`src/hw/rtl/rmsn_pkg.sv`:
```
package rmsn_pkg;

    // Vector length limit and Newton step count of the inverse square root.
    localparam int MAX_LEN          = 4096;
    localparam int RSQRT_ITERATIONS = 4;

    // Field widths.
    localparam int SAMPLE_W = 16;
    localparam int GAIN_W   = 16;
    localparam int EPS_W    = 16;
    localparam int SUM_W    = 48;
    localparam int CNT_W    = $clog2(MAX_LEN + 1);
    localparam int INV_W    = 32;

    // Inverse square root datapath.
    localparam int MEAN_W      = 31;
    localparam int SHIFT_W     = 4;
    localparam int SHAMT_W     = 5;
    localparam int ITER_W      = $clog2(RSQRT_ITERATIONS);
    localparam int DIV_STEP_W  = $clog2(SUM_W);
    localparam int MUL_W       = 32;
    localparam int PROD_W      = 2 * MUL_W;
    localparam int P_SHIFT     = 28;
    localparam int P_W         = PROD_W - P_SHIFT;
    localparam int RSQRT_OUT_SHIFT = 22;

    localparam logic [MUL_W-1:0] Z_SEED_LOW   = 32'hA000_0000;
    localparam logic [MUL_W-1:0] Z_SEED_HIGH  = 32'h7000_0000;
    localparam logic [P_W-1:0]   NEWTON_THREE = P_W'(64'h3_0000_0000);

    // Normalize datapath.
    localparam int ROUND_SHIFT = 28;
    localparam int MAG_W       = PROD_W - ROUND_SHIFT;
    localparam logic [PROD_W-1:0]   ROUND_HALF  = PROD_W'(64'h0800_0000);
    localparam logic [MAG_W-1:0]    MAG_MAX_POS = MAG_W'(32767);
    localparam logic [MAG_W-1:0]    MAG_MAX_NEG = MAG_W'(32768);
    localparam logic [GAIN_W:0]     GAIN_ONE    = 17'd4096;
    localparam logic [INV_W-1:0]    INV_ONE     = 32'h0001_0000;
    localparam logic [EPS_W-1:0]    EPS_RESET   = 16'd1;

    // Queues.
    localparam int CMDQ_DEPTH = 4;
    localparam int CMDQ_PTR_W = $clog2(CMDQ_DEPTH);
    localparam int CMDQ_CNT_W = $clog2(CMDQ_DEPTH + 1);
    localparam int RESQ_DEPTH = 2;
    localparam int RESQ_PTR_W = $clog2(RESQ_DEPTH);
    localparam int RESQ_CNT_W = $clog2(RESQ_DEPTH + 1);

    // A classified input word: magnitudes and signs split off up front.
    typedef struct packed {
        logic                normalize;
        logic                last;
        logic                x_neg;
        logic [SAMPLE_W-1:0] x_mag;
        logic                g_neg;
        logic [GAIN_W-1:0]   g_mag;
    } cmd_t;

    typedef struct packed {
        logic             start;
        logic [SUM_W-1:0] square_sum;
        logic [CNT_W-1:0] element_count;
    } inv_req_t;

    typedef struct packed {
        logic             done;
        logic [INV_W-1:0] inverse_rms;
    } inv_rsp_t;

    typedef struct packed {
        logic [SAMPLE_W-1:0] normalized;
        logic                clipped;
        logic                end_of_vector;
    } result_t;

    typedef enum logic [3:0] {
        INV_IDLE,
        INV_DIV,
        INV_ADD,
        INV_NORM,
        INV_NQ,
        INV_NP,
        INV_NF,
        INV_NZ,
        INV_FIN,
        INV_OUT
    } inv_state_t;

    typedef enum logic [1:0] {
        BK_IDLE,
        BK_MUL,
        BK_ROUND,
        BK_INV
    } back_state_t;

endpackage

```
`src/hw/rtl/rmsn_front.sv`:
```
module rmsn_front (
    input  logic                                clk,
    input  logic                                rst_n,
    input  logic                                push,
    output logic                                full,
    input  logic                                action,
    input  logic signed [rmsn_pkg::SAMPLE_W-1:0] sample,
    input  logic signed [rmsn_pkg::GAIN_W-1:0]  gain_weight,
    input  logic                                last_element,
    output rmsn_pkg::cmd_t                      cmd,
    output logic                                cmd_valid,
    input  logic                                cmd_pop
);

    rmsn_pkg::cmd_t                        cmdq_mem [rmsn_pkg::CMDQ_DEPTH];
    logic [rmsn_pkg::CMDQ_PTR_W-1:0]       wr_ptr_reg;
    logic [rmsn_pkg::CMDQ_PTR_W-1:0]       wr_ptr_next;
    logic [rmsn_pkg::CMDQ_PTR_W-1:0]       rd_ptr_reg;
    logic [rmsn_pkg::CMDQ_PTR_W-1:0]       rd_ptr_next;
    logic [rmsn_pkg::CMDQ_CNT_W-1:0]       count_reg;
    logic [rmsn_pkg::CMDQ_CNT_W-1:0]       count_next;
    logic                                  push_ok;
    logic [rmsn_pkg::GAIN_W:0]             gain_ofs;
    rmsn_pkg::cmd_t                        cmd_in;

    // The gain is 1 + w, so offset the Q4.12 weight by one.
    assign gain_ofs = {gain_weight[rmsn_pkg::GAIN_W-1], gain_weight} + rmsn_pkg::GAIN_ONE;

    always_comb
    begin
        cmd_in.normalize = action;
        cmd_in.last      = last_element;
        cmd_in.x_neg     = sample[rmsn_pkg::SAMPLE_W-1];
        cmd_in.x_mag     = sample[rmsn_pkg::SAMPLE_W-1] ?
                           rmsn_pkg::SAMPLE_W'(~sample + 1'b1) : sample;
        cmd_in.g_neg     = gain_ofs[rmsn_pkg::GAIN_W];
        cmd_in.g_mag     = gain_ofs[rmsn_pkg::GAIN_W] ?
                           rmsn_pkg::GAIN_W'(~gain_ofs + 1'b1) :
                           gain_ofs[rmsn_pkg::GAIN_W-1:0];
    end

    assign full      = (count_reg == rmsn_pkg::CMDQ_CNT_W'(rmsn_pkg::CMDQ_DEPTH));
    assign cmd_valid = (count_reg != '0);
    assign push_ok   = push & ~full;
    assign cmd       = cmdq_mem[rd_ptr_reg];

    always_comb
    begin
        wr_ptr_next = wr_ptr_reg;
        rd_ptr_next = rd_ptr_reg;
        count_next  = count_reg;
        if (push_ok)
        begin
            wr_ptr_next = (wr_ptr_reg == rmsn_pkg::CMDQ_PTR_W'(rmsn_pkg::CMDQ_DEPTH - 1)) ?
                          '0 : wr_ptr_reg + 1'b1;
        end
        if (cmd_pop)
        begin
            rd_ptr_next = (rd_ptr_reg == rmsn_pkg::CMDQ_PTR_W'(rmsn_pkg::CMDQ_DEPTH - 1)) ?
                          '0 : rd_ptr_reg + 1'b1;
        end
        if (push_ok && !cmd_pop)
        begin
            count_next = count_reg + 1'b1;
        end
        else if (!push_ok && cmd_pop)
        begin
            count_next = count_reg - 1'b1;
        end
    end

    always_ff @(posedge clk or negedge rst_n)
    begin
        if (!rst_n)
        begin
            wr_ptr_reg <= '0;
            rd_ptr_reg <= '0;
            count_reg  <= '0;
        end
        else
        begin
            wr_ptr_reg <= wr_ptr_next;
            rd_ptr_reg <= rd_ptr_next;
            count_reg  <= count_next;
        end
    end

    always_ff @(posedge clk)
    begin
        if (push_ok)
        begin
            cmdq_mem[wr_ptr_reg] <= cmd_in;
        end
    end

endmodule

```
`config.mk`:
```
export PLATFORM = sky130hd
export DESIGN_NAME = rmsn_front
export DESIGN_NICKNAME = d
export VERILOG_FILES = /design/src/hw/rtl/rmsn_pkg.sv /design/src/hw/rtl/rmsn_front.sv
export SDC_FILE = /design/constraint.sdc
export NUM_CORES = 1
export LEC_CHECK = 0
export ABC_AREA = 1
export BUFFER_PORTS_ARGS = -buffer_cell sky130_fd_sc_hd__clkbuf_2
export CORE_MARGIN = 2
export CORE_UTILIZATION = 43
export DETAILED_ROUTE_END_ITERATION = 16
export GPL_ROUTABILITY_DRIVEN = 0
export PLACE_DENSITY = 0.67
export RECOVER_POWER = 25
export SLEW_MARGIN = 25
export SYNTH_ARGS = -nofsm -noshare
export SYNTH_HDL_FRONTEND = slang
export SYNTH_SLANG_ARGS = --single-unit
```
`constraint.sdc`:
```
create_clock -name clk -period 3.08 [get_ports clk]
set_input_delay 0.308 -clock clk [delete_from_list [all_inputs] [get_ports clk]]
set_output_delay 0.308 -clock clk [all_outputs]
set_load 0.05 [all_outputs]
```
# Yosys cells after proc, flatten, opt, wreduce, memory -nomap -nowiden

Memories as Yosys holds them, arrays and structs flattened.
Cells that the tools add are included.
W data, S select, Z words.

Bits in registers: 7
Bits in writable memories: 144
Input bits: 38
Output and inout port bits: 38
Memories kept: 1

Memories:

| name     | depth | bits a word | read ports | clocked after Yosys merged registers in | wr ports | RTL line         | source |
|---|---|---|---|---|---|---|---|
| cmdq_mem | 4     | 36          | 1          | 0                                       | 1        | rmsn_front.sv:15 | `rmsn_pkg::cmd_t cmdq_mem [rmsn_pkg::CMDQ_DEPTH];` |

Add/sub/neg operators: 7
Equal/unequal tests: 3
Multiplexer cells: 8
Bitwise logic cells: 4
Reduce and logical (&&, ||, !) cells: 6

Operators by type and width:

| operator                 | number |
|---|---|
| $add A16 B1 Y16 const B  | 2 |
| $mux W16                 | 2 |
| $not A16 Y16             | 2 |
| $add A16 B14 Y17 const B | 1 |
| $mux W3                  | 2 |
| $add A2 B1 Y2 const B    | 2 |
| $eq A2 B2 Y1 const B     | 2 |
| $mux W2                  | 2 |
| $add A3 B1 Y3 const B    | 1 |
| $eq A3 B3 Y1 const B     | 1 |
| $reduce_bool A3 Y1       | 1 |
| $sub A3 B1 Y3 const B    | 1 |
| $logic_and A1 B1 Y1      | 2 |
| $logic_not A1 Y1         | 2 |
| $mux W1                  | 2 |
| $reduce_bool A2 Y1       | 1 |
| $and A1 B1 Y1            | 1 |
| $not A1 Y1               | 1 |

# Logic depth before layout (Yosys ltp)

Depth in word-level cells: 7
Depth in mapped cells: 10

# Worst setup path after synthesis

No wires, ideal clock.

Path kind: register -> register
Start: register count_reg[0] (netlist name)
End: memory cmdq_mem[3][0] (netlist name), enable pin
Arrival: 2,401 ps
Required time: 2,651 ps
Path slack: 250 ps
Cell stages (with the launch flop): 5
Path buffers: 0
Clock period less this slack: 2,830 ps
Cells stage by stage: dfrtp_1 -> nor3_2 -> nor2_2 -> inv_2 -> nor2_1

Longest elaborated chain between the ends: 5

RTL lines:

| item                          | RTL line         | source |
|---|---|---|
| start, declared               | rmsn_front.sv:20 | `logic [rmsn_pkg::CMDQ_CNT_W-1:0] count_reg;` |
| start signal, assigned        | rmsn_front.sv:84 | `count_reg <= count_next;` |
| $eq A3 B3 Y1                  | rmsn_front.sv:42 | `assign full = (count_reg == rmsn_pkg::CMDQ_CNT_W'(rmsn_pkg::CMDQ_DEPTH));` |
| net full                      | rmsn_front.sv:5  | `output logic full,` |
| $not A1 Y1                    | rmsn_front.sv:44 | `assign push_ok = push & ~full;` |
| $and A1 B1 Y1                 | rmsn_front.sv:44 |  |
| net push_ok                   | rmsn_front.sv:22 | `logic push_ok;` |
| $mux W1                       | rmsn_front.sv:90 | `if (push_ok)` |
| $mux W1 (not written as such) | rmsn_front.sv:92 | `cmdq_mem[wr_ptr_reg] <= cmd_in;` |
| end, declared                 | rmsn_front.sv:15 |  |

The timed path passes the listed nets, and every way through them passes these cells.

==> run_results.csv <==
group,metric,value,unit
setup_path,cp-start-kind,"register",
floorplanning,die-area,16600,µm²
sta,max-slew-margin-rel,49.3,%
sta,fmax,388,MHz
floorplanning,ios,76,
sta,fin_tns_setup,0,ns
setup_path,cp.arrival,2.27,ns
placement,hpwl,8330,µm
sta,drv_slew,0,
clock_tree,clk_pin_slew,0.06,ns
cells_and_area,largest_reg_flops,144,
routing,route.detailed.drc,0,
clock_tree,cts_root_buffer,"clkbuf_16",
sta,rsz0062_at_grt,"no",
setup_path,cpPeakStageDelay,0.60,ns
global_routing,grt_pass1_wl,22200,µm
routing,viasPerCell,5.20,
clock_tree,clockBufferDepth,2,
routing,wl_per_cell,16.0,µm
setup_path,criticalPathCategory,"reg -> out",
floorplanning,die_y,129,µm
sta,tightest_slew,0.760,ns
sta,hold_viol_final,0,
global_routing,grt_max_degree,75,
floorplanning,row_count,45,
synthesis,yosysWarnings,0,
run,drv_cap,0,
status,outcome,"finished, final reports clean",
routing,drtPass1Iterations,4,
synthesis,syn_area_per_cell,11.4,µm²
floorplanning,die-width,129,µm
cells_and_area,mostFrequentLayoutCell,"edfxtp_1",
setup_path,critPathSlowestCell,"buf_4",
routing,ant_nets,0,
setup_path,path_max_fanout,74,
cells_and_area,fin_nets,711,
clock_tree,clkSinkCount,151,
cells_and_area,area_growth,15.6,%
power_and_ir_drop,ir_worst_vdd,0.000525,V
global_routing,grt_util_all_layers,17.5,%
sta,finalSetupViolations,0,
clock_tree,clk_latency,0.41,ns
power_and_ir_drop,p_per_area,1010,nW/µm²
routing,drtIter0Drc,412,
sta,clock_skew,0.00798,ns
global_routing,gr-total-overflow,0,
placement,numPortBuffers,75,
power_and_ir_drop,fin_total_pwr,7.81,mW
synthesis,synth.distinct_cells,31,
synthesis,syn_area,6690,µm²
floorplanning,start_util,44.0,%
clock_tree,numCtsBuffers,17,
synthesis,synthesis.nets,634,
global_routing,antenna_found_initial,0,
clock_tree,cts_tree,"yes",
cells_and_area,num_antenna_cells,0,
global_routing,grt_pass1_vias,4541,
synthesis,synthCells,585,
setup_path,worstPathRequired,2.77,ns
power_and_ir_drop,p_leak,2.90,nW
floorplanning,core_area,15200,µm²
cells_and_area,drive_above_1_share,17.9,%
sta,period_minus_slack,2.57,ns
sta,period_share,83.6,%
routing,drt_wl_total,13800,µm
cells_and_area,fillers,1332,
clock_tree,htree_levels,4,
synthesis,ys_seq_area_share,67.3,%
synthesis,synth_seq_cells,151,
min_path,hold_path_class,"in -> reg",
setup_path,cp-end-kind,"output pin",
setup_path,cp_cell_sequence,"buf_4, o21ai_0, o22ai_1, clkbuf_2",
cells_and_area,final_cell_mix,"edfxtp_1, nor2_1, nand2_1",
routing,dr_total_vias,4486,
## layout make-up
type | instances | area (µm²) | area share, %
multi-input combinational | 368 | 1890 | 24.5
sequential | 151 | 4500 | 58.2
clock inverter | 13 | 85.1 | 1.10
tap | 188 | 235 | 3.04
timing repair buffer | 82 | 422 | 5.46
clock buffer | 19 | 433 | 5.60
inverter | 42 | 160 | 2.07
## what timing repair did
item	4_1_cts	5_1_grt
endpoints found under the hold margin	7	0
gates resized for setup	0	0
endpoints found under the setup margin	0	0
buffers inserted	0	0
hold buffers	1	0
## kinds of logic (layout without fill, tap and decap cells)
logic type	count (synthesis)	in the layout	synth area share, %
and+or+nand+nor	212	212	13.3
xor gates and xnor gates	21	21	2.75
DFF	151	151	67.3
adders and majority gates	11	11	2.17
AOI/OAI and AO/OA	123	123	9.99
buffers and inverters	66	156	4.30
muxes	1	1	0.168
## routing by layer
layer | GRT usage (%) | vias to the layer above | routed length (µm)
li1 | - | 2203 | -
met1 | 21.5 | 2161 | 5850
met3 | 4.24 | 8 | 672
met4 | 6.91 | 0 | 172
met2 | 29.8 | 114 | 7120
met5 | 0 | - | 0
## power breakdown
group | switching (mW) | internal (mW) | leakage, nW
sequential | 0.113 | 2.75 | 1.41
clock | 0.756 | 1.02 | 0.236
combinational | 2.50 | 0.679 | 1.26
## through the flow
stage               setup WS (ns)  cell area, µm²  hold WS (ns)  util [%]  cells
floorplan                   0.250            6690        0.0124         -    585
global placement            0.979            7250         0.160      47.7    830
detailed placement          0.945            7250         0.170      47.7    830
CTS                         0.493            7770         0.117      51.1    863
global route                0.324            7730         0.179      50.8    863
finish                      0.506            7730         0.179      50.8    863
## path summary, 6_finish.rpt
check / depth (start not counted) / slack, ns / endpoint / start
worst max-delay path: 4 / 0.51 / cmd[16] / rd_ptr_reg[0]$_DFFE_PN0P_
worst min-delay path: 2 / 0.18 / rd_ptr_reg[1]$_DFFE_PN0P_ / cmd_pop
worst max register to register: 8 / 0.89 / count_reg[2]$_DFFE_PN0P_ / count_reg[0]$_DFFE_PN0P_
worst min register to register: 2 / 0.56 / count_reg[2]$_DFFE_PN0P_ / count_reg[2]$_DFFE_PN0P_
max in group asynchronous: 2 / 2.44 / rd_ptr_reg[0]$_DFFE_PN0P_ / rst_n
min in group asynchronous: 2 / 0.34 / count_reg[0]$_DFFE_PN0P_ / rst_n
## Yosys cell counts
cell type | count | share of area [%]
a21oi_1 | 3 | 0.22
buf_2 | 18 | 1.3
buf_4 | 2 | 0.22
buf_6 | 1 | 0.17
clkbuf_1 | 3 | 0.17
dfrtp_1 | 7 | 2.6
edfxtp_1 | 144 | 65
fa_1 | 1 | 0.30
ha_1 | 10 | 1.9
inv_1 | 36 | 2.0
inv_2 | 5 | 0.28
inv_4 | 1 | 0.094
mux2_2 | 1 | 0.17
nand2_1 | 72 | 4.0
nand2_2 | 5 | 0.47
nand3_1 | 16 | 1.2
nand3_2 | 1 | 0.15
nand4_1 | 2 | 0.19
nor2_1 | 106 | 5.9
nor2_2 | 3 | 0.28
nor2_4 | 3 | 0.51
nor3_1 | 1 | 0.075
nor3_2 | 1 | 0.15
nor3_4 | 1 | 0.24
o21ai_0 | 49 | 3.7
o21ai_1 | 33 | 2.5
o21ai_2 | 2 | 0.26
o22ai_1 | 36 | 3.4
or2_1 | 1 | 0.094
xnor2_1 | 6 | 0.79
xor2_1 | 15 | 2.0
## worst max-delay path, delay by kind of cell (launching register included)
family / cells / cell delay [ns]
buffers and inverters: 2 / 0.94
AOI/OAI and AO/OA: 2 / 0.51
DFF: 1 / 0.38
Power figures use the tool's default switching activity.
