`src/hw/rtl/rmsn_pkg.sv`:
```
package rmsn_pkg;

    // Vector length limit and Newton step count of the inverse square root.
    localparam int MAX_LEN          = 4096;
    localparam int RSQRT_ITERATIONS = 4;

    // Field widths.
    localparam int SAMPLE_W = 16;
    localparam int GAIN_W   = 16;
    localparam int EPS_W    = 16;
    localparam int SUM_W    = 48;
    localparam int CNT_W    = $clog2(MAX_LEN + 1);
    localparam int INV_W    = 32;

    // Inverse square root datapath.
    localparam int MEAN_W      = 31;
    localparam int SHIFT_W     = 4;
    localparam int SHAMT_W     = 5;
    localparam int ITER_W      = $clog2(RSQRT_ITERATIONS);
    localparam int DIV_STEP_W  = $clog2(SUM_W);
    localparam int MUL_W       = 32;
    localparam int PROD_W      = 2 * MUL_W;
    localparam int P_SHIFT     = 28;
    localparam int P_W         = PROD_W - P_SHIFT;
    localparam int RSQRT_OUT_SHIFT = 22;

    localparam logic [MUL_W-1:0] Z_SEED_LOW   = 32'hA000_0000;
    localparam logic [MUL_W-1:0] Z_SEED_HIGH  = 32'h7000_0000;
    localparam logic [P_W-1:0]   NEWTON_THREE = P_W'(64'h3_0000_0000);

    // Normalize datapath.
    localparam int ROUND_SHIFT = 28;
    localparam int MAG_W       = PROD_W - ROUND_SHIFT;
    localparam logic [PROD_W-1:0]   ROUND_HALF  = PROD_W'(64'h0800_0000);
    localparam logic [MAG_W-1:0]    MAG_MAX_POS = MAG_W'(32767);
    localparam logic [MAG_W-1:0]    MAG_MAX_NEG = MAG_W'(32768);
    localparam logic [GAIN_W:0]     GAIN_ONE    = 17'd4096;
    localparam logic [INV_W-1:0]    INV_ONE     = 32'h0001_0000;
    localparam logic [EPS_W-1:0]    EPS_RESET   = 16'd1;

    // Queues.
    localparam int CMDQ_DEPTH = 4;
    localparam int CMDQ_PTR_W = $clog2(CMDQ_DEPTH);
    localparam int CMDQ_CNT_W = $clog2(CMDQ_DEPTH + 1);
    localparam int RESQ_DEPTH = 2;
    localparam int RESQ_PTR_W = $clog2(RESQ_DEPTH);
    localparam int RESQ_CNT_W = $clog2(RESQ_DEPTH + 1);

    // A classified input word: magnitudes and signs split off up front.
    typedef struct packed {
        logic                normalize;
        logic                last;
        logic                x_neg;
        logic [SAMPLE_W-1:0] x_mag;
        logic                g_neg;
        logic [GAIN_W-1:0]   g_mag;
    } cmd_t;

    typedef struct packed {
        logic             start;
        logic [SUM_W-1:0] square_sum;
        logic [CNT_W-1:0] element_count;
    } inv_req_t;

    typedef struct packed {
        logic             done;
        logic [INV_W-1:0] inverse_rms;
    } inv_rsp_t;

    typedef struct packed {
        logic [SAMPLE_W-1:0] normalized;
        logic                clipped;
        logic                end_of_vector;
    } result_t;

    typedef enum logic [3:0] {
        INV_IDLE,
        INV_DIV,
        INV_ADD,
        INV_NORM,
        INV_NQ,
        INV_NP,
        INV_NF,
        INV_NZ,
        INV_FIN,
        INV_OUT
    } inv_state_t;

    typedef enum logic [1:0] {
        BK_IDLE,
        BK_MUL,
        BK_ROUND,
        BK_INV
    } back_state_t;

endpackage

```
`src/hw/rtl/rmsn_back.sv`:
```
module rmsn_back (
    input  logic                               clk,
    input  logic                               rst_n,
    input  rmsn_pkg::cmd_t                     cmd,
    input  logic                               cmd_valid,
    output logic                               cmd_pop,
    output rmsn_pkg::inv_req_t                 inv_req,
    input  rmsn_pkg::inv_rsp_t                 inv_rsp,
    output logic                               empty,
    input  logic                               pop,
    output logic [rmsn_pkg::SAMPLE_W-1:0]      normalized,
    output logic                               clipped,
    output logic                               end_of_vector
);

    rmsn_pkg::back_state_t                 state_reg;
    rmsn_pkg::back_state_t                 state_next;
    logic [rmsn_pkg::SUM_W-1:0]            sum_reg;
    logic [rmsn_pkg::SUM_W-1:0]            sum_next;
    logic [rmsn_pkg::CNT_W-1:0]            count_reg;
    logic [rmsn_pkg::CNT_W-1:0]            count_next;
    logic                                  ovf_reg;
    logic                                  ovf_next;
    logic [rmsn_pkg::INV_W-1:0]            inv_reg;
    logic [rmsn_pkg::INV_W-1:0]            inv_next;
    logic [rmsn_pkg::MUL_W-1:0]            xg_reg;
    logic [rmsn_pkg::MUL_W-1:0]            xg_next;
    logic [rmsn_pkg::PROD_W-1:0]           prod_reg;
    logic [rmsn_pkg::PROD_W-1:0]           prod_next;
    logic                                  neg_reg;
    logic                                  neg_next;
    logic                                  last_reg;
    logic                                  last_next;

    rmsn_pkg::result_t                     resq_mem [rmsn_pkg::RESQ_DEPTH];
    logic [rmsn_pkg::RESQ_PTR_W-1:0]       res_wr_ptr_reg;
    logic [rmsn_pkg::RESQ_PTR_W-1:0]       res_rd_ptr_reg;
    logic [rmsn_pkg::RESQ_CNT_W-1:0]       res_count_reg;
    logic                                  res_push;
    logic                                  res_pop;
    rmsn_pkg::result_t                     res_in;

    logic [rmsn_pkg::MUL_W-1:0]            sq;
    logic [rmsn_pkg::SUM_W-1:0]            sum_upd;
    logic [rmsn_pkg::CNT_W-1:0]            count_upd;
    logic                                  ovf_upd;
    logic [rmsn_pkg::PROD_W-1:0]           rnd;
    logic [rmsn_pkg::MAG_W-1:0]            mag;
    logic                                  neg_eff;
    logic [rmsn_pkg::SAMPLE_W-1:0]         mag_sat;
    logic                                  sat;

    assign sq = {{rmsn_pkg::SAMPLE_W{1'b0}}, cmd.x_mag} *
                {{rmsn_pkg::SAMPLE_W{1'b0}}, cmd.x_mag};

    // Accumulate update; the overflow flag restarts with each new pass.
    always_comb
    begin
        if (count_reg >= rmsn_pkg::CNT_W'(rmsn_pkg::MAX_LEN))
        begin
            sum_upd   = sum_reg;
            count_upd = count_reg;
            ovf_upd   = 1'b1;
        end
        else
        begin
            sum_upd   = sum_reg + rmsn_pkg::SUM_W'(sq);
            count_upd = count_reg + 1'b1;
            ovf_upd   = (count_reg == '0) ? 1'b0 : ovf_reg;
        end
    end

    // Round half away from zero on the magnitude, then saturate.
    assign rnd     = prod_reg + rmsn_pkg::ROUND_HALF;
    assign mag     = rnd[rmsn_pkg::PROD_W-1:rmsn_pkg::ROUND_SHIFT];
    assign neg_eff = neg_reg & (mag != '0);

    always_comb
    begin
        if (!neg_eff && (mag > rmsn_pkg::MAG_MAX_POS))
        begin
            mag_sat = rmsn_pkg::MAG_MAX_POS[rmsn_pkg::SAMPLE_W-1:0];
            sat     = 1'b1;
        end
        else if (neg_eff && (mag > rmsn_pkg::MAG_MAX_NEG))
        begin
            mag_sat = rmsn_pkg::MAG_MAX_NEG[rmsn_pkg::SAMPLE_W-1:0];
            sat     = 1'b1;
        end
        else
        begin
            mag_sat = mag[rmsn_pkg::SAMPLE_W-1:0];
            sat     = 1'b0;
        end
        res_in.normalized    = neg_eff ? (~mag_sat + 1'b1) : mag_sat;
        res_in.clipped       = sat | ovf_reg;
        res_in.end_of_vector = last_reg;
    end

    always_comb
    begin
        state_next            = state_reg;
        sum_next              = sum_reg;
        count_next            = count_reg;
        ovf_next              = ovf_reg;
        inv_next              = inv_reg;
        xg_next               = xg_reg;
        prod_next             = prod_reg;
        neg_next              = neg_reg;
        last_next             = last_reg;
        cmd_pop               = 1'b0;
        inv_req.start         = 1'b0;
        inv_req.square_sum    = sum_upd;
        inv_req.element_count = count_upd;
        res_push              = 1'b0;
        case (state_reg)
            rmsn_pkg::BK_IDLE:
            begin
                if (cmd_valid && !cmd.normalize)
                begin
                    cmd_pop    = 1'b1;
                    ovf_next   = ovf_upd;
                    sum_next   = sum_upd;
                    count_next = count_upd;
                    if (cmd.last)
                    begin
                        inv_req.start = 1'b1;
                        sum_next      = '0;
                        count_next    = '0;
                        state_next    = rmsn_pkg::BK_INV;
                    end
                end
                else if (cmd_valid &&
                         (res_count_reg != rmsn_pkg::RESQ_CNT_W'(rmsn_pkg::RESQ_DEPTH)))
                begin
                    cmd_pop    = 1'b1;
                    xg_next    = {{rmsn_pkg::SAMPLE_W{1'b0}}, cmd.x_mag} *
                                 {{rmsn_pkg::GAIN_W{1'b0}}, cmd.g_mag};
                    neg_next   = cmd.x_neg ^ cmd.g_neg;
                    last_next  = cmd.last;
                    state_next = rmsn_pkg::BK_MUL;
                end
            end
            rmsn_pkg::BK_MUL:
            begin
                prod_next  = {{rmsn_pkg::MUL_W{1'b0}}, xg_reg} *
                             {{(rmsn_pkg::PROD_W - rmsn_pkg::INV_W){1'b0}}, inv_reg};
                state_next = rmsn_pkg::BK_ROUND;
            end
            rmsn_pkg::BK_ROUND:
            begin
                res_push   = 1'b1;
                state_next = rmsn_pkg::BK_IDLE;
            end
            rmsn_pkg::BK_INV:
            begin
                if (inv_rsp.done)
                begin
                    inv_next   = inv_rsp.inverse_rms;
                    state_next = rmsn_pkg::BK_IDLE;
                end
            end
            default:
            begin
                state_next = rmsn_pkg::BK_IDLE;
            end
        endcase
    end

    assign empty         = (res_count_reg == '0);
    assign res_pop       = pop & ~empty;
    assign normalized    = resq_mem[res_rd_ptr_reg].normalized;
    assign clipped       = resq_mem[res_rd_ptr_reg].clipped;
    assign end_of_vector = resq_mem[res_rd_ptr_reg].end_of_vector;

    always_ff @(posedge clk or negedge rst_n)
    begin
        if (!rst_n)
        begin
            state_reg      <= rmsn_pkg::BK_IDLE;
            sum_reg        <= '0;
            count_reg      <= '0;
            ovf_reg        <= 1'b0;
            inv_reg        <= rmsn_pkg::INV_ONE;
            res_wr_ptr_reg <= '0;
            res_rd_ptr_reg <= '0;
            res_count_reg  <= '0;
        end
        else
        begin
            state_reg <= state_next;
            sum_reg   <= sum_next;
            count_reg <= count_next;
            ovf_reg   <= ovf_next;
            inv_reg   <= inv_next;
            if (res_push)
            begin
                res_wr_ptr_reg <=
                    (res_wr_ptr_reg == rmsn_pkg::RESQ_PTR_W'(rmsn_pkg::RESQ_DEPTH - 1)) ?
                    '0 : res_wr_ptr_reg + 1'b1;
            end
            if (res_pop)
            begin
                res_rd_ptr_reg <=
                    (res_rd_ptr_reg == rmsn_pkg::RESQ_PTR_W'(rmsn_pkg::RESQ_DEPTH - 1)) ?
                    '0 : res_rd_ptr_reg + 1'b1;
            end
            if (res_push && !res_pop)
            begin
                res_count_reg <= res_count_reg + 1'b1;
            end
            else if (!res_push && res_pop)
            begin
                res_count_reg <= res_count_reg - 1'b1;
            end
        end
    end

    always_ff @(posedge clk)
    begin
        xg_reg   <= xg_next;
        prod_reg <= prod_next;
        neg_reg  <= neg_next;
        last_reg <= last_next;
        if (res_push)
        begin
            resq_mem[res_wr_ptr_reg] <= res_in;
        end
    end

endmodule

```
`config.mk`:
```
export PLATFORM = sky130hd
export DESIGN_NAME = rmsn_back
export DESIGN_NICKNAME = d
export VERILOG_FILES = /design/src/hw/rtl/rmsn_pkg.sv /design/src/hw/rtl/rmsn_back.sv
export SDC_FILE = /design/constraint.sdc
export NUM_CORES = 2
export LEC_CHECK = 0
export ABC_AREA = 1
export BUFFER_PORTS_ARGS = -buffer_cell sky130_fd_sc_hd__buf_2
export CAP_MARGIN = 20
export CORE_MARGIN = 5
export CORE_UTILIZATION = 38
export CTS_BUF_LIST = sky130_fd_sc_hd__clkbuf_16
export CTS_CLUSTER_SIZE = 20
export DETAILED_ROUTE_END_ITERATION = 8
export SLEW_MARGIN = 15
export SYNTH_ARGS = -nofsm -noshare
export SYNTH_HDL_FRONTEND = slang
export SYNTH_SLANG_ARGS = --single-unit
export TNS_END_PERCENT = 20
```
`constraint.sdc`:
```
create_clock -name clk -period 7.6 [get_ports clk]
set_clock_uncertainty 0.05 [all_clocks]
set_input_delay 0.76 -clock clk [delete_from_list [all_inputs] [get_ports clk]]
set_output_delay 0.76 -clock clk [all_outputs]
set_load 0.02 [all_outputs]
```
# Word-level counts from Yosys, hierarchy flattened

Memory sizes are Yosys's and may differ from the RTL's.
Cells that the tools add are included.

Register bits: 198
Bits in writable memories: 36
Input port bits: 73
Output and inout bits: 82
Memories: 1

Memories:

| name     | depth | bits a word | rd ports | clocked after memory_dff | write ports | line            | RTL |
|---|---|---|---|---|---|---|---|
| resq_mem | 2     | 18          | 1        | 0                        | 1           | rmsn_back.sv:35 | `rmsn_pkg::result_t resq_mem [rmsn_pkg::RESQ_DEPTH];` |

Add/sub/neg operators: 8
Multiply operators: 3
Magnitude comparators: 3
Equal/unequal tests: 7
Mux-type cells: 29
Bitwise logic cells: 7
Reductions and logical operators: 21

Operator list:

| cell                   | number |
|---|---|
| $mux 48                | 2 |
| $add 64x28->64 const B | 1 |
| $mul 16x16->32         | 2 |
| $mul 32x32->64         | 1 |
| $add 48x32->48         | 1 |
| $mux 16                | 3 |
| $gt 36x15->1 const B   | 1 |
| $gt 36x16->1 const B   | 1 |
| $reduce_bool 36->1     | 1 |
| $mux 13                | 2 |
| $add 16x1->16 const B  | 1 |
| $not 16->16            | 1 |
| $mux 1                 | 15 |
| $add 13x1->13 const B  | 1 |
| $ge 13x13->1 const B   | 1 |
| $logic_not 13->1       | 1 |
| $mux 2                 | 6 |
| $reduce_and 3->1       | 3 |
| $pmux 2 s4             | 1 |
| $logic_and 1x1->1      | 6 |
| $ne 3x3->1 const B     | 2 |
| $eq 2x2->1 const B     | 2 |
| $logic_not 1->1        | 4 |
| $logic_not 2->1        | 2 |
| 11 further kinds       | 17 |

# Longest topological paths before layout

Depth after elaboration: 9
Gate-level depth with buffers: 33

# Worst setup path before layout

No wires, ideal clock.

Kind: in2out
From: input port cmd[30] in the netlist's numbering
To: output port inv_req[53] in the netlist's numbering
Arrival time: 6.486 ns
Required time: 6.790 ns
Slack: 0.304 ns
Cell stages on the path: 25
Path buffers: 2
Cells stage by stage: clkbuf_1 -> clkbuf_1 -> nand2_1 -> fa_1 -> inv_1 -> fa_1 -> inv_1 -> fa_1 -> inv_1 -> fa_1 -> inv_1 -> fa_1 -> fa_1 -> inv_1 -> ha_1 -> a21oi_1 -> inv_1 -> a31oi_1 -> o21ai_0 -> a221oi_1 -> o21ai_0 -> nand2_1 -> o21ai_0 -> nand2_1 -> xor2_1

RTL lines:

| item        | line           | RTL |
|---|---|---|
| from (decl) | rmsn_back.sv:4 | `input rmsn_pkg::cmd_t cmd,` |
| to (decl)   | rmsn_back.sv:7 | `output rmsn_pkg::inv_req_t inv_req,` |

# Worst setup path in the final report

From: register xg_reg[29] in the netlist's numbering
To: register prod_reg[63] in the netlist's numbering, data pin

Cells in the longest elaborated chain, start to end: 1

Ends and longest elaborated chain:

| item                   | line             | RTL |
|---|---|---|
| from (decl)            | rmsn_back.sv:26  | `logic [rmsn_pkg::MUL_W-1:0] xg_reg;` |
| from (signal assigned) | rmsn_back.sv:221 | `xg_reg <= xg_next;` |
| $mul 32x32->64         | rmsn_back.sv:146 | `prod_next = {{rmsn_pkg::MUL_W{1'b0}}, xg_reg} *` |
| to (signal assigned)   | rmsn_back.sv:222 | `prod_reg <= prod_next;` |
| to (decl)              | rmsn_back.sv:28  | `logic [rmsn_pkg::PROD_W-1:0] prod_reg;` |

No other way between the ends.
A chain may end at the register's enable or synchronous reset.

==> impl_metrics.toml <==
[critical_path]
critPathRequiredTime_ns = 7.88
reg2regPathDepth = 23
startpoint = "xg_reg[29]"
cp-start-kind = "flop"
crit_slowest_cell = "edfxtp_1"
path_buf_inv = 5
reg2reg_slack_ns = 0.27
cp-end-kind = "flop"
cp_cell_sequence = "buf_4, buf_4, nand2_1, inv_1, fa_1, fa_1, inv_1, fa_1, fa_1, inv_1, fa_1, fa_1, fa_1, ha_1, ha_1, a21oi_1, o21ai_0, a21oi_1, o21a_1, nor3_1, nor2_1, nand2_1, xor2_1"
crit_type = "reg2reg"
cp_max_fo = 16
endpoint = "prod_reg[63]"
arrival_ns = 7.62
crit_family = "adder cells"
rr_startpoint = "xg_reg[29]"
r2r-end = "prod_reg[63]"
cp.depth = 23
cpMostUsedCell = "fa_1"
crit_path_max_incr_delay_ns = 0.66

[drt]
firstDrtPassIters = 6
wl_met2_mm = 82.31
postRouteAntennaNets = 0
vias = 47640
met1_length_mm = 70.29
route.met3.wl_mm = 8.614
routed_via_density = 4.728
post-route-drc-count = 0
routedWlPerCell_um = 16.37
wl_mm = 165.0
drtIter0Drc = 2723
top_signal_layer_used = "met5"

[clocking]
cts_num_sinks = 207
clk_root_buffer_cell = "clkbuf_16"
hold_buffers = 0
path_clk_slew_ns = 0.07
htree_levels = 1
clock_latency_ns = 0.67
cts_buffers = 28
cts_tree = "done"
clk_path_buf_depth = 3

[finish]
nFillCells = 16280
final_cells = 10080
fin_nets = 9721
layout-drive-gt1-share = 0.08175
largest_register_ffs = 48
fin_util = 0.4195
syn_to_final_growth_pct = 9.655

[global_routing]
grt_pass1_wl_mm = 271.0
globalRouteTotalUtil = 0.1977
antenna_found_initial = 10
grt_max_degree = 65
grt-ovfl-total = 0
grt_pass1_vias = 52000

[flow_run]
maxCapViolCount = 0

[sta]
min_period_over_period = 0.9649
period_minus_slack_ns = 7.333
hold_violations = 0
worst_slew_pin_slew_ns = 0.8397
drv_slew = 0
holdWs_ns = 0.08610
setup_viol = 0
rsz0062_at_grt = "true"
fmax_mhz = 136.4
slew_headroom = 0.4402

[place]
dp.cells = 10000
io_buffer_count = 154
gp_congestion = 0.9037
dp_hpwl_mm = 141.1

[synthesis]
avgSynthCellArea_um2 = 7.896
synth.distinct_cells = 52
synth_seq_cells = 207
syn_inst = 7779
async_reset_ff_frac = 0.4831
synth_ff_type = "edfxtp_1"
synth_edf_count = 107
ys_warn_count = 0
yosysSeqAreaShare = 0.09307
synth_area_um2 = 61420
syn_nets = 9608

[die]
coreArea_um2 = 160600
fp.dieW_um = 412.0
row_count = 147
start_util = 0.3825
die_area_um2 = 169800
fp.dieH_um = 412.0
ios = 155

[min_path]
hold_path.class = "in2async"

[outcome]
outcome = "finished, final reports clean"
## logic make-up (layout without fill, tap and decap cells)
| group | count (synthesis) | after routing | synth area share |
|---|---|---|---|
| DFF | 207 | 207 | 0.09307 |
| xor gates and xnor gates | 119 | 119 | 0.01697 |
| adders and majority gates | 1756 | 1756 | 0.5148 |
| buffers and inverters | 2782 | 2917 | 0.1706 |
| AOI/OAI and AO/OA | 445 | 445 | 0.04076 |
| other | 0 | 2 | 0 |
| and+or+nand+nor | 2438 | 2438 | 0.1580 |
| muxes | 32 | 32 | 0.005867 |
## worst reg2reg max path, cell delays in order (launching register included)
cell      delay, ns
edfxtp_1       0.66
buf_4          0.28
buf_4          0.31
nand2_1        0.09
inv_1          0.09
fa_1           0.42
fa_1           0.55
inv_1          0.05
fa_1           0.48
fa_1           0.55
inv_1          0.06
fa_1           0.52
fa_1           0.44
fa_1           0.51
ha_1           0.33
ha_1           0.40
a21oi_1        0.31
o21ai_0        0.23
a21oi_1        0.22
o21a_1         0.17
nor3_1         0.05
nor2_1         0.09
nand2_1        0.07
xor2_1         0.14
## cell usage in the layout, fill, tap and decap left out, types with 21 or more instances in the layout
cell type	n
a21oi_1	156
a31oi_1	35
buf_12	25
buf_2	141
buf_4	243
clkbuf_16	28
dfrtp_1	95
edfxtp_1	107
fa_1	1284
ha_1	465
inv_1	2439
mux2_2	32
nand2_1	1959
nand2_2	32
nand3_1	90
nand4_1	26
nor2_1	212
nor2_2	21
nor3_1	29
o21ai_0	127
xnor2_1	39
xor2_1	76
## synthesized netlist by cell type (2+ instances only)
library cell	instances	area, um2
inv_1	2439	9155
nand2_1	1970	7395
fa_1	1285	25720
ha_1	471	5893
clkbuf_1	329	1235
nor2_1	222	833.3
a21oi_1	169	845.8
o21ai_0	141	705.7
edfxtp_1	107	3213
dfrtp_1	99	2477
nand3_1	93	465.5
xor2_1	79	691.9
a31oi_1	40	250.2
xnor2_1	40	350.3
mux2_2	32	360.4
nor3_1	31	155.2
nand4_1	26	162.7
nand2_2	21	131.4
o22ai_1	20	125.1
o21a_1	17	127.6
or2_2	14	87.58
nor2_2	13	81.33
nand3b_1	11	82.58
buf_1	10	37.54
nor4_1	10	62.56
o21bai_1	10	75.07
a21boi_0	9	67.56
nor2_4	8	90.09
a21o_1	7	52.55
nand2_4	6	67.56
and2_1	5	31.28
o21ai_1	5	25.02
o221ai_1	5	43.79
a22o_1	4	35.03
and3_1	4	25.02
o2111ai_1	4	35.03
o31ai_1	4	30.03
o211ai_1	3	22.52
buf_12	2	40.04
nand3_2	2	20.02
## stage by stage
| step | area [um2] | setup TNS [ns] | setup WS (ns) |
|---|---|---|---|
| floorplan | 61420 | 0 | 0.3043 |
| global placement | 65760 | -0.1352 | -0.05963 |
| detailed placement | 65770 | -0.5081 | -0.1236 |
| CTS | 66850 | 0 | 0.008749 |
| global route | 67350 | -0.08338 | -0.02659 |
| finish | 67350 | 0 | 0.2666 |
## final cells by class
type / instances / area [um2] / area share
clock inverter: 24 / 284.0 / 0.004217
clock buffer: 28 / 700.7 / 0.01040
multi-input combinational: 4790 / 45590 / 0.6769
antenna: 2 / 5.005 / 0.00007431
timing repair buffer: 424 / 3181 / 0.04722
inverter: 2441 / 9165 / 0.1361
tap: 2160 / 2703 / 0.04013
sequential: 207 / 5722 / 0.08495
## routing by layer
layer / GRT usage / up-vias
li1: - / 22270
met1: 0.2565 / 23890
met2: 0.3550 / 1252
met3: 0.02093 / 226
met4: 0.04606 / 4
met5: 0 / -
## how the worst min path moves through the flow
stage	from	to	slack [ns]	cells past startpoint
floorplan	last_reg	resq_mem[0][0]	0.37	0
global placement	res_wr_ptr_reg	res_wr_ptr_reg	0.43	1
detailed placement	res_wr_ptr_reg	res_wr_ptr_reg	0.43	1
CTS	rst_n	sum_reg[25]	0.07	1
global route	rst_n	sum_reg[30]	0.11	1
finish	rst_n	sum_reg[30]	0.09	1
## what timing repair did
| item | CTS | global route |
|---|---|---|
| setup buffers | 7 | 13 |
| pin swaps | 0 | 15 |
| resized for setup | 8 | 104 |
| setup endpoints to repair | 14 | 47 |
| hold endpoints to repair | 0 | 0 |
Power is left out: the tool's default activity adds up to more than one toggle a clock period on the data nets, which glitch-free logic cannot reach.
