===== src/hw/rtl/rmsn_pkg.sv =====
package rmsn_pkg;

    // Vector length limit and Newton step count of the inverse square root.
    localparam int MAX_LEN          = 4096;
    localparam int RSQRT_ITERATIONS = 4;

    // Field widths.
    localparam int SAMPLE_W = 16;
    localparam int GAIN_W   = 16;
    localparam int EPS_W    = 16;
    localparam int SUM_W    = 48;
    localparam int CNT_W    = $clog2(MAX_LEN + 1);
    localparam int INV_W    = 32;

    // Inverse square root datapath.
    localparam int MEAN_W      = 31;
    localparam int SHIFT_W     = 4;
    localparam int SHAMT_W     = 5;
    localparam int ITER_W      = $clog2(RSQRT_ITERATIONS);
    localparam int DIV_STEP_W  = $clog2(SUM_W);
    localparam int MUL_W       = 32;
    localparam int PROD_W      = 2 * MUL_W;
    localparam int P_SHIFT     = 28;
    localparam int P_W         = PROD_W - P_SHIFT;
    localparam int RSQRT_OUT_SHIFT = 22;

    localparam logic [MUL_W-1:0] Z_SEED_LOW   = 32'hA000_0000;
    localparam logic [MUL_W-1:0] Z_SEED_HIGH  = 32'h7000_0000;
    localparam logic [P_W-1:0]   NEWTON_THREE = P_W'(64'h3_0000_0000);

    // Normalize datapath.
    localparam int ROUND_SHIFT = 28;
    localparam int MAG_W       = PROD_W - ROUND_SHIFT;
    localparam logic [PROD_W-1:0]   ROUND_HALF  = PROD_W'(64'h0800_0000);
    localparam logic [MAG_W-1:0]    MAG_MAX_POS = MAG_W'(32767);
    localparam logic [MAG_W-1:0]    MAG_MAX_NEG = MAG_W'(32768);
    localparam logic [GAIN_W:0]     GAIN_ONE    = 17'd4096;
    localparam logic [INV_W-1:0]    INV_ONE     = 32'h0001_0000;
    localparam logic [EPS_W-1:0]    EPS_RESET   = 16'd1;

    // Queues.
    localparam int CMDQ_DEPTH = 4;
    localparam int CMDQ_PTR_W = $clog2(CMDQ_DEPTH);
    localparam int CMDQ_CNT_W = $clog2(CMDQ_DEPTH + 1);
    localparam int RESQ_DEPTH = 2;
    localparam int RESQ_PTR_W = $clog2(RESQ_DEPTH);
    localparam int RESQ_CNT_W = $clog2(RESQ_DEPTH + 1);

    // A classified input word: magnitudes and signs split off up front.
    typedef struct packed {
        logic                normalize;
        logic                last;
        logic                x_neg;
        logic [SAMPLE_W-1:0] x_mag;
        logic                g_neg;
        logic [GAIN_W-1:0]   g_mag;
    } cmd_t;

    typedef struct packed {
        logic             start;
        logic [SUM_W-1:0] square_sum;
        logic [CNT_W-1:0] element_count;
    } inv_req_t;

    typedef struct packed {
        logic             done;
        logic [INV_W-1:0] inverse_rms;
    } inv_rsp_t;

    typedef struct packed {
        logic [SAMPLE_W-1:0] normalized;
        logic                clipped;
        logic                end_of_vector;
    } result_t;

    typedef enum logic [3:0] {
        INV_IDLE,
        INV_DIV,
        INV_ADD,
        INV_NORM,
        INV_NQ,
        INV_NP,
        INV_NF,
        INV_NZ,
        INV_FIN,
        INV_OUT
    } inv_state_t;

    typedef enum logic [1:0] {
        BK_IDLE,
        BK_MUL,
        BK_ROUND,
        BK_INV
    } back_state_t;

endpackage


===== src/hw/rtl/rmsn_inv_rms.sv =====
module rmsn_inv_rms (
    input  logic                           clk,
    input  logic                           rst_n,
    input  logic [rmsn_pkg::EPS_W-1:0]     epsilon,
    input  rmsn_pkg::inv_req_t             req,
    output rmsn_pkg::inv_rsp_t             rsp
);

    rmsn_pkg::inv_state_t                  state_reg;
    rmsn_pkg::inv_state_t                  state_next;
    logic [rmsn_pkg::SUM_W-1:0]            num_reg;
    logic [rmsn_pkg::SUM_W-1:0]            num_next;
    logic [rmsn_pkg::CNT_W-1:0]            den_reg;
    logic [rmsn_pkg::CNT_W-1:0]            den_next;
    logic [rmsn_pkg::CNT_W-1:0]            rem_reg;
    logic [rmsn_pkg::CNT_W-1:0]            rem_next;
    logic [rmsn_pkg::DIV_STEP_W-1:0]       step_reg;
    logic [rmsn_pkg::DIV_STEP_W-1:0]       step_next;
    logic [rmsn_pkg::MEAN_W-1:0]           m_reg;
    logic [rmsn_pkg::MEAN_W-1:0]           m_next;
    logic [rmsn_pkg::SHIFT_W-1:0]          s_reg;
    logic [rmsn_pkg::SHIFT_W-1:0]          s_next;
    logic [rmsn_pkg::MUL_W-1:0]            z_reg;
    logic [rmsn_pkg::MUL_W-1:0]            z_next;
    logic [rmsn_pkg::MUL_W-1:0]            q_reg;
    logic [rmsn_pkg::MUL_W-1:0]            q_next;
    logic [rmsn_pkg::P_W-1:0]              p_reg;
    logic [rmsn_pkg::P_W-1:0]              p_next;
    logic [rmsn_pkg::MUL_W-1:0]            f_reg;
    logic [rmsn_pkg::MUL_W-1:0]            f_next;
    logic [rmsn_pkg::ITER_W-1:0]           iter_reg;
    logic [rmsn_pkg::ITER_W-1:0]           iter_next;
    logic [rmsn_pkg::INV_W-1:0]            inv_reg;
    logic [rmsn_pkg::INV_W-1:0]            inv_next;

    logic [rmsn_pkg::CNT_W:0]              r_shift;
    logic [rmsn_pkg::CNT_W:0]              r_diff;
    logic                                  r_ge;
    logic [rmsn_pkg::SUM_W-1:0]            mean;
    logic [rmsn_pkg::SUM_W:0]              v_sum;
    logic [rmsn_pkg::P_W-1:0]              f_diff;
    logic [rmsn_pkg::SHAMT_W-1:0]          shamt;
    logic [rmsn_pkg::MUL_W-1:0]            mul_a;
    logic [rmsn_pkg::MUL_W-1:0]            mul_b;
    logic [rmsn_pkg::PROD_W-1:0]           mul_prod;

    // Restoring division step: one quotient bit per cycle, shifted into num_reg.
    assign r_shift = {rem_reg, num_reg[rmsn_pkg::SUM_W-1]};
    assign r_diff  = r_shift - {1'b0, den_reg};
    assign r_ge    = (r_shift >= {1'b0, den_reg});

    assign mean   = (den_reg == '0) ? '0 : num_reg;
    assign v_sum  = {1'b0, mean} + (rmsn_pkg::SUM_W + 1)'(epsilon);
    assign f_diff = rmsn_pkg::NEWTON_THREE - p_reg;
    assign shamt  = rmsn_pkg::SHAMT_W'(rmsn_pkg::RSQRT_OUT_SHIFT) - rmsn_pkg::SHAMT_W'(s_reg);

    // One multiplier serves the three products of each Newton step.
    always_comb
    begin
        case (state_reg)
            rmsn_pkg::INV_NP:
            begin
                mul_a = rmsn_pkg::MUL_W'(m_reg);
                mul_b = q_reg;
            end
            rmsn_pkg::INV_NZ:
            begin
                mul_a = z_reg;
                mul_b = f_reg;
            end
            default:
            begin
                mul_a = z_reg;
                mul_b = z_reg;
            end
        endcase
    end

    assign mul_prod = {{rmsn_pkg::MUL_W{1'b0}}, mul_a} * {{rmsn_pkg::MUL_W{1'b0}}, mul_b};

    always_comb
    begin
        state_next      = state_reg;
        num_next        = num_reg;
        den_next        = den_reg;
        rem_next        = rem_reg;
        step_next       = step_reg;
        m_next          = m_reg;
        s_next          = s_reg;
        z_next          = z_reg;
        q_next          = q_reg;
        p_next          = p_reg;
        f_next          = f_reg;
        iter_next       = iter_reg;
        inv_next        = inv_reg;
        rsp.done        = 1'b0;
        rsp.inverse_rms = inv_reg;
        case (state_reg)
            rmsn_pkg::INV_IDLE:
            begin
                if (req.start)
                begin
                    num_next   = req.square_sum;
                    den_next   = req.element_count;
                    rem_next   = '0;
                    step_next  = '0;
                    state_next = rmsn_pkg::INV_DIV;
                end
            end
            rmsn_pkg::INV_DIV:
            begin
                rem_next  = r_ge ? r_diff[rmsn_pkg::CNT_W-1:0] : r_shift[rmsn_pkg::CNT_W-1:0];
                num_next  = {num_reg[rmsn_pkg::SUM_W-2:0], r_ge};
                step_next = step_reg + 1'b1;
                if (step_reg == rmsn_pkg::DIV_STEP_W'(rmsn_pkg::SUM_W - 1))
                begin
                    state_next = rmsn_pkg::INV_ADD;
                end
            end
            rmsn_pkg::INV_ADD:
            begin
                m_next = v_sum[rmsn_pkg::MEAN_W-1:0];
                s_next = '0;
                if (v_sum == '0)
                begin
                    // A zero mean square with a zero stabilizer saturates.
                    inv_next   = '1;
                    state_next = rmsn_pkg::INV_OUT;
                end
                else
                begin
                    state_next = rmsn_pkg::INV_NORM;
                end
            end
            rmsn_pkg::INV_NORM:
            begin
                if (m_reg[rmsn_pkg::MEAN_W-1 -: 2] == 2'b00)
                begin
                    m_next = {m_reg[rmsn_pkg::MEAN_W-3:0], 2'b00};
                    s_next = s_reg + 1'b1;
                end
                else
                begin
                    z_next     = m_reg[rmsn_pkg::MEAN_W-1] ?
                                 rmsn_pkg::Z_SEED_HIGH : rmsn_pkg::Z_SEED_LOW;
                    iter_next  = '0;
                    state_next = rmsn_pkg::INV_NQ;
                end
            end
            rmsn_pkg::INV_NQ:
            begin
                q_next     = mul_prod[rmsn_pkg::PROD_W-1:rmsn_pkg::MUL_W];
                state_next = rmsn_pkg::INV_NP;
            end
            rmsn_pkg::INV_NP:
            begin
                p_next     = mul_prod[rmsn_pkg::PROD_W-1:rmsn_pkg::P_SHIFT];
                state_next = rmsn_pkg::INV_NF;
            end
            rmsn_pkg::INV_NF:
            begin
                f_next     = (p_reg >= rmsn_pkg::NEWTON_THREE) ?
                             '0 : f_diff[rmsn_pkg::MUL_W+1:2];
                state_next = rmsn_pkg::INV_NZ;
            end
            rmsn_pkg::INV_NZ:
            begin
                z_next    = mul_prod[rmsn_pkg::PROD_W-2:rmsn_pkg::MUL_W-1];
                iter_next = iter_reg + 1'b1;
                if (iter_reg == rmsn_pkg::ITER_W'(rmsn_pkg::RSQRT_ITERATIONS - 1))
                begin
                    state_next = rmsn_pkg::INV_FIN;
                end
                else
                begin
                    state_next = rmsn_pkg::INV_NQ;
                end
            end
            rmsn_pkg::INV_FIN:
            begin
                inv_next   = z_reg >> shamt;
                state_next = rmsn_pkg::INV_OUT;
            end
            rmsn_pkg::INV_OUT:
            begin
                rsp.done   = 1'b1;
                state_next = rmsn_pkg::INV_IDLE;
            end
            default:
            begin
                state_next = rmsn_pkg::INV_IDLE;
            end
        endcase
    end

    always_ff @(posedge clk or negedge rst_n)
    begin
        if (!rst_n)
        begin
            state_reg <= rmsn_pkg::INV_IDLE;
            step_reg  <= '0;
            iter_reg  <= '0;
        end
        else
        begin
            state_reg <= state_next;
            step_reg  <= step_next;
            iter_reg  <= iter_next;
        end
    end

    always_ff @(posedge clk)
    begin
        num_reg <= num_next;
        den_reg <= den_next;
        rem_reg <= rem_next;
        m_reg   <= m_next;
        s_reg   <= s_next;
        z_reg   <= z_next;
        q_reg   <= q_next;
        p_reg   <= p_next;
        f_reg   <= f_next;
        inv_reg <= inv_next;
    end

endmodule


===== config.mk =====
export PLATFORM = sky130hd
export DESIGN_NAME = rmsn_inv_rms
export DESIGN_NICKNAME = d
export VERILOG_FILES = /design/src/hw/rtl/rmsn_pkg.sv /design/src/hw/rtl/rmsn_inv_rms.sv
export SDC_FILE = /design/constraint.sdc
export NUM_CORES = 2
export LEC_CHECK = 0
export CORE_MARGIN = 3
export CORE_UTILIZATION = 61
export DETAILED_ROUTE_END_ITERATION = 16
export DONT_BUFFER_PORTS = 1
export HOLD_SLACK_MARGIN = 0.12
export MAX_ROUTING_LAYER = met4
export PLACE_DENSITY = 0.84
export SYNTH_ARGS = -nofsm -noshare
export SYNTH_HDL_FRONTEND = slang
export SYNTH_SLANG_ARGS = --single-unit

===== constraint.sdc =====
create_clock -name clk -period 11.2 [get_ports clk]
set_clock_uncertainty 0.1 [all_clocks]
set_input_delay 2.24 -clock clk [delete_from_list [all_inputs] [get_ports clk]]
set_output_delay 2.24 -clock clk [all_outputs]
set_load 0.02 [all_outputs]

Word-level counts from Yosys, hierarchy flattened
Cells that the tools add are included.
{ "totals": {"inputBits": 80, "regBits": 285, "output_inout_bits": 33, "elab_cells": 82} }
{ "classes": {"mul": 1, "reduce_logical": 14, "n_addsub": 7, "shifts": 1, "eq_ne": 16, "order_cmp": 2, "n_mux": 28} }
{ "ops": {"columns": ["operator", "count"], "rows": [
  ["32-bit one-hot mux with 2 select lines", 3],
  ["32-bit 2-to-1 mux", 4],
  ["48-bit 2-to-1 mux", 2],
  ["48-bit one-hot mux with 2 select lines", 1],
  ["32-bit by 32-bit multiplier with 64-bit output", 1],
  ["31-bit one-hot mux with 2 select lines", 1],
  ["48-bit by 16-bit adder with 49-bit output", 1],
  ["49-bit zero test", 1],
  ["36-bit by 34-bit >= comparator with 1-bit output, second input constant", 1],
  ["4-bit one-hot mux with 9 select lines", 1],
  ["34-bit subtractor, first input constant", 1],
  ["32-bit by 5-bit right shift with 32-bit output", 1],
  ["31-bit 2-to-1 mux", 1],
  ["13-bit 2-to-1 mux", 2],
  ["13-bit one-hot mux with 2 select lines", 1],
  ["4-bit 2-to-1 mux", 6],
  ["4-bit by 3-bit == test with 1-bit output, second input constant", 4],
  ["14-bit by 13-bit >= comparator with 1-bit output", 1],
  ["13-bit zero test", 1],
  ["13-bit subtractor", 1],
  ["6-bit one-hot mux with 2 select lines", 1],
  ["2-bit inequality test, second input constant", 5],
  ["2-bit AND reduction", 5],
  ["4-bit by 2-bit == test with 1-bit output, second input constant", 2],
  ["other kinds (17)", 21]
]} }

Longest topological paths before layout
{ "depth": {"word_depth": 6, "ltp_mapped": 37, "ltp_nobuf": 33} }

Worst setup path after synthesis
OpenSTA, ideal clock, no wires.
{ "synth_timing": {"path_kind": "reg-to-reg", "startpoint": "reg state_reg[1]", "endpoint": "reg z_reg[18] (netlist name) (data pin)", "t_arrival_ps": 10289, "slack_ps": 551, "n_path_buf": 5, "synth_period_minus_slack_ps": 10649, "t_required_ps": 10840, "setup_time_ps": 260, "stages_incl_launch_ff": 33, "cell_sequence": "dfrtp_1 -> buf_2 -> nor4bb_1 -> buf_2 -> buf_1 -> buf_1 -> mux2i_1 -> clkbuf_1 -> nor2_1 -> fa_1 -> inv_1 -> fa_1 -> fa_1 -> fa_1 -> inv_1 -> fa_1 -> fa_1 -> fa_1 -> inv_1 -> fa_1 -> inv_1 -> ha_1 -> a211oi_1 -> nor2_1 -> nor4_1 -> nand3_1 -> o2111ai_1 -> nand2_1 -> a21oi_1 -> o311a_1 -> o21ai_0 -> a221oi_1 -> mux2_2"} }
{ "synth_between": {"elab_chain_len": 4, "elab_cells_between_ends": 7, "classes_between": "mul (1); eq/ne (3); mux (3)"} }
{ "synth_lines": {"columns": ["item", "line", "rtl"], "rows": [
  ["start: declaration", "rmsn_inv_rms.sv:9", "rmsn_pkg::inv_state_t state_reg;"],
  ["start signal: assignment", "rmsn_inv_rms.sv:200", "state_reg <= rmsn_pkg::INV_IDLE;"],
  ["start signal: assignment", "rmsn_inv_rms.sv:206", "state_reg <= state_next;"],
  ["4-bit by 3-bit == test with 1-bit output (on tied branches)", "rmsn_inv_rms.sv:60, rmsn_inv_rms.sv:98", null],
  ["32-bit one-hot mux with 2 select lines or 32-bit 2-to-1 mux (tied branches)", "rmsn_inv_rms.sv:60", "case (state_reg)"],
  ["32-bit by 32-bit multiplier with 64-bit output", "rmsn_inv_rms.sv:79", "assign mul_prod = {{rmsn_pkg::MUL_W{1'b0}}, mul_a} * {{rmsn_pkg::MUL_W{1'b0}}, mul_b};"],
  ["32-bit one-hot mux with 2 select lines *", "rmsn_inv_rms.sv:98", "case (state_reg)"],
  ["end signal: assignment", "rmsn_inv_rms.sv:219", "z_reg <= z_next;"],
  ["end: declaration", "rmsn_inv_rms.sv:23", "logic [rmsn_pkg::MUL_W-1:0] z_reg;"]
]} }
Mark *: on every way between the ends. The rest lies on a longest branch, timed or not.
A chain may end at the register's enable or synchronous reset.

Worst setup path in the final report
{ "layout_timing": {"startpoint": "reg state_reg[2]", "endpoint": "reg z_reg[30] (netlist name) (data pin)"} }
{ "layout_between": {"elab_chain_len": 4, "elab_cells_between_ends": 7, "classes_between": "mul (1); eq/ne (3); mux (3)"} }
{ "layout_lines": {"columns": ["item", "line", "rtl"], "rows": [
  ["4-bit by 3-bit == test with 1-bit output", "rmsn_inv_rms.sv:60", null],
  ["32-bit one-hot mux with 2 select lines or 32-bit 2-to-1 mux (tied branches)", "rmsn_inv_rms.sv:60", null],
  ["32-bit by 32-bit multiplier with 64-bit output *", "rmsn_inv_rms.sv:79", null],
  ["named net mul_prod (one bit)", "rmsn_inv_rms.sv:45", "logic [rmsn_pkg::PROD_W-1:0] mul_prod;"],
  ["32-bit one-hot mux with 2 select lines *", "rmsn_inv_rms.sv:98", null],
  ["named net z_next (one bit)", "rmsn_inv_rms.sv:24", "logic [rmsn_pkg::MUL_W-1:0] z_next;"]
]} }
The timed path passes the listed nets; every way through them passes the cells marked *.

==> out/qor.log <==
[status] result of the run completed
[routing] drt pass-1 iters 9
[synthesis] fraction of synthesis flops using an asynchronous set or reset pin 0.04211
[setup_path] Data arrival, critical path 10950 ps
[job] max-capacitance violation count 0
[sta] setup tns final 0 ps
[synthesis] flip-flop and latch count after synthesis 285
[grt] number of global-route vias before repair 39100
[synthesis] library cell with the largest summed area after synthesis sky130_fd_sc_hd__fa_1
[grt] aggregate global routing overflow 0
[floorplanning] Core Footprint 76330 sq um
[clocking] Skew-Pair Late Insertion Delay 570 ps
[cells_and_area] final standard cell area without fillers 49850 sq um
[sta] final cycle utilization of the critical path 0.9583
[clocking] TritonCTS clock tree done
[synthesis] top-area cell type share of the netlist area 0.3796
[routing] average via count per standard cell 6.171
[routing] vias after detailed routing 37440
[place] total of buffers placed on input and output ports 0
[grt] Total GRT Usage 0.3973
[sta] final-report setup violation count 0
[routing] total routed wirelength 153400 um
[synthesis] synthesized instance count 5088
[min_path] type of the tightest min-delay check reg2reg
[synthesis] synthesized area divided by synthesized cell count 9.296 sq um
[floorplanning] number of rows in the core area 101
[synthesis] post-synth cell types 78
[grt] number of antenna violations at the first check in global routing 4
[clocking] CTS Buffer Depth 3
[clocking] post-CTS resize count 0
[setup_path] library cell contributing the largest single delay on the critical path sky130_fd_sc_hd__mux2i_2
[place] placed standard-cell area 48950 sq um
[place] Final Wtd Congestion 1.048
[floorplanning] effective utilization at floorplan 0.6197
[sta] final critical-path required period 10730 ps
[clocking] number of setup buffers added after CTS 0
[setup_path] sort of element at the start of the critical path flip-flop
[routing] post-route DRC violation count 0
[sta] slew at the pin closest to its max-slew limit 1253 ps
[routing] number of nets with antenna violations after routing 0
[cells_and_area] fin util 0.6531
[cells_and_area] number of fillers in the final layout 6101
[setup_path] largest fanout on the critical path 45
[routing] average wire per cell in the routed design 25.28 um
[setup_path] critical path capture point type flip-flop
[synthesis] count of flip-flops with a built-in enable after synthesis 273
[cells_and_area] number of nets in the layout 6278
[setup_path] Crit path top cell by count sky130_fd_sc_hd__fa_1
[clocking] Reg clk slew, reported paths 70 ps
[cells_and_area] proportion of layout cells with a drive suffix above 1 0.06286
[clocking] number of buffers added by the clock tree synthesis step 25
[clocking] count of H-tree levels built during CTS 1
[floorplanning] Top-Level Pins 113
[synthesis] YS warnings 0
[cells_and_area] commonest non-fill, non-tap cells in the layout sky130_fd_sc_hd__inv_1, sky130_fd_sc_hd__fa_1, sky130_fd_sc_hd__nand2_1
[sta] FMAX 0.09317 GHz
[synthesis] synthesized net count 6357
[sta] count of final hold-check violations 0
[clocking] quantity of hold-fixing buffers added after cts 0
[routing] violation count after the first detailed-route iteration 4289
[synthesis] sequential cell area fraction in the yosys report 0.1797
[setup_path] critical path type reg2reg
[synthesis] most frequently used flop master after synthesis sky130_fd_sc_hd__edfxtp_1
[synthesis] leading post-synthesis cells by cell area sky130_fd_sc_hd__fa_1, sky130_fd_sc_hd__edfxtp_1, sky130_fd_sc_hd__ha_1
[cells_and_area] Area Overhead vs Synth 5.394%
[floorplanning] die height 284.5 um
[floorplanning] x dimension of the die 284.5 um
[synthesis] post-synthesis cell area 47300 sq um
[cells_and_area] Largest register FFs 48
[sta] unrepaired setup endpoints after global routing no
[grt] maximum number of pins on one net before global-route repair 73
[sta] Max-Slew Margin vs Limit 0.1589
[place] DP Wirelength 119400 um
[cells_and_area] most common library cell in the layout ignoring fill and taps sky130_fd_sc_hd__inv_1
[clocking] clock sink count 285
[floorplanning] Die ar. 80920 sq um
[setup_path] required arrival time at the worst endpoint 11420 ps
[sta] final count of pins violating max slew 0
[setup_path] crit-path max cell delay 970 ps
[grt] global-route wire length before repair 233500 um
[clocking] Clock Root Buffer sky130_fd_sc_hd__clkbuf_16
[final cells by class]
class,instances,area (sq um),share of cell area
Timing Repair Buffer,143,1111,0.02229
Sequential cell,285,8499,0.1705
Tap cell,1030,1289,0.02585
Clock buffer,27,633.1,0.01270
Multi-Input combinational cell,3620,34540,0.6929
Antenna cell,10,25.02,0.0005020
Clock inverter,18,244.0,0.004894
Inverter,934,3506,0.07033
[Yosys cell counts, types with 17 or more instances]
library cell / number
sky130_fd_sc_hd__nand4_1: 24
sky130_fd_sc_hd__xor2_1: 40
sky130_fd_sc_hd__o211ai_1: 17
sky130_fd_sc_hd__a21o_1: 39
sky130_fd_sc_hd__buf_1: 25
sky130_fd_sc_hd__mux2i_1: 75
sky130_fd_sc_hd__a211oi_1: 17
sky130_fd_sc_hd__nor2b_1: 25
sky130_fd_sc_hd__xnor2_1: 62
sky130_fd_sc_hd__a21oi_1: 98
sky130_fd_sc_hd__mux2_2: 44
sky130_fd_sc_hd__clkbuf_1: 220
sky130_fd_sc_hd__o21a_1: 27
sky130_fd_sc_hd__fa_1: 897
sky130_fd_sc_hd__nand2b_1: 18
sky130_fd_sc_hd__mux4_2: 21
sky130_fd_sc_hd__nor2_1: 693
sky130_fd_sc_hd__o21ai_1: 19
sky130_fd_sc_hd__inv_1: 932
sky130_fd_sc_hd__ha_1: 292
sky130_fd_sc_hd__o21ai_0: 115
sky130_fd_sc_hd__nand3_1: 58
sky130_fd_sc_hd__nand2_1: 758
sky130_fd_sc_hd__and2_1: 63
sky130_fd_sc_hd__edfxtp_1: 273
sky130_fd_sc_hd__nor3_1: 38
[metal layers]
| metal | up-vias | track usage | part of all wire |
|---|---|---|---|
| met2 | 2545 | 0.5824 | 0.44 |
| met3 | 721 | 0.1184 | 0.14 |
| met4 | 0 | 0.2253 | 0.075 |
| met1 | 18580 | 0.4946 | 0.35 |
| li1 | 15590 | - | - |
| met5 | - | - | 0 |
[through the flow]
| stage | hold slack (ps) | cells | worst slack (ps) |
|---|---|---|---|
| after floorplan | 346.1 | 5088 | 551.3 |
| after global placement | 363.2 | 6012 | 757.9 |
| after detailed placement | 375.7 | 6012 | 635.3 |
| after CTS | 384.8 | 6057 | 604.7 |
| after global routing | 415.1 | 6061 | 130.4 |
| final | 386.4 | 6067 | 467.0 |
[critical path, delay by kind of cell, from the launching register on]
| kind | cells | cell delay [ps] |
|---|---|---|
| AND/OR/NAND/NOR | 3 | 760 |
| XOR/XNOR | 1 | 190 |
| adder cells (fa/ha/maj) | 9 | 4260 |
| flip-flops | 1 | 610 |
| AO/OA/AOI/OAI | 7 | 2220 |
| multiplexers | 2 | 1240 |
| buffers and inverters | 5 | 1010 |
[path summary, 6_finish.rpt]
path | startpoint | end | slack (ps) | depth (start not counted)
worst max-delay path | state_reg[2]$_DFFE_PN0P_ | z_reg[30]$_DFFE_PP_ | 470 | 27
worst min-delay path | iter_reg[0]$_DFFE_PN0P_ | iter_reg[0]$_DFFE_PN0P_ | 390 | 1
worst max register to register | state_reg[2]$_DFFE_PN0P_ | z_reg[30]$_DFFE_PP_ | 470 | 27
worst min register to register | iter_reg[0]$_DFFE_PN0P_ | iter_reg[0]$_DFFE_PN0P_ | 390 | 1
max in group asynchronous | rst_n | state_reg[1]$_DFFE_PN0P_ | 9650 | 0
min in group asynchronous | rst_n | step_reg[5]$_DFFE_PN0P_ | 1270 | 0
[cell families after synthesis]
logic type | after synthesis | share of synthesized area
xor gates and xnor gates | 102 | 0.01889
adders and majority gates | 1189 | 0.4569
DFF | 285 | 0.1797
and+or+nand+nor | 1758 | 0.1565
buffers and inverters | 1183 | 0.09398
AOI/OAI and AO/OA | 430 | 0.05748
muxes | 141 | 0.03664
Power is left out: the tool's default activity adds up to more than one toggle a clock period on the data nets, which glitch-free logic cannot reach.
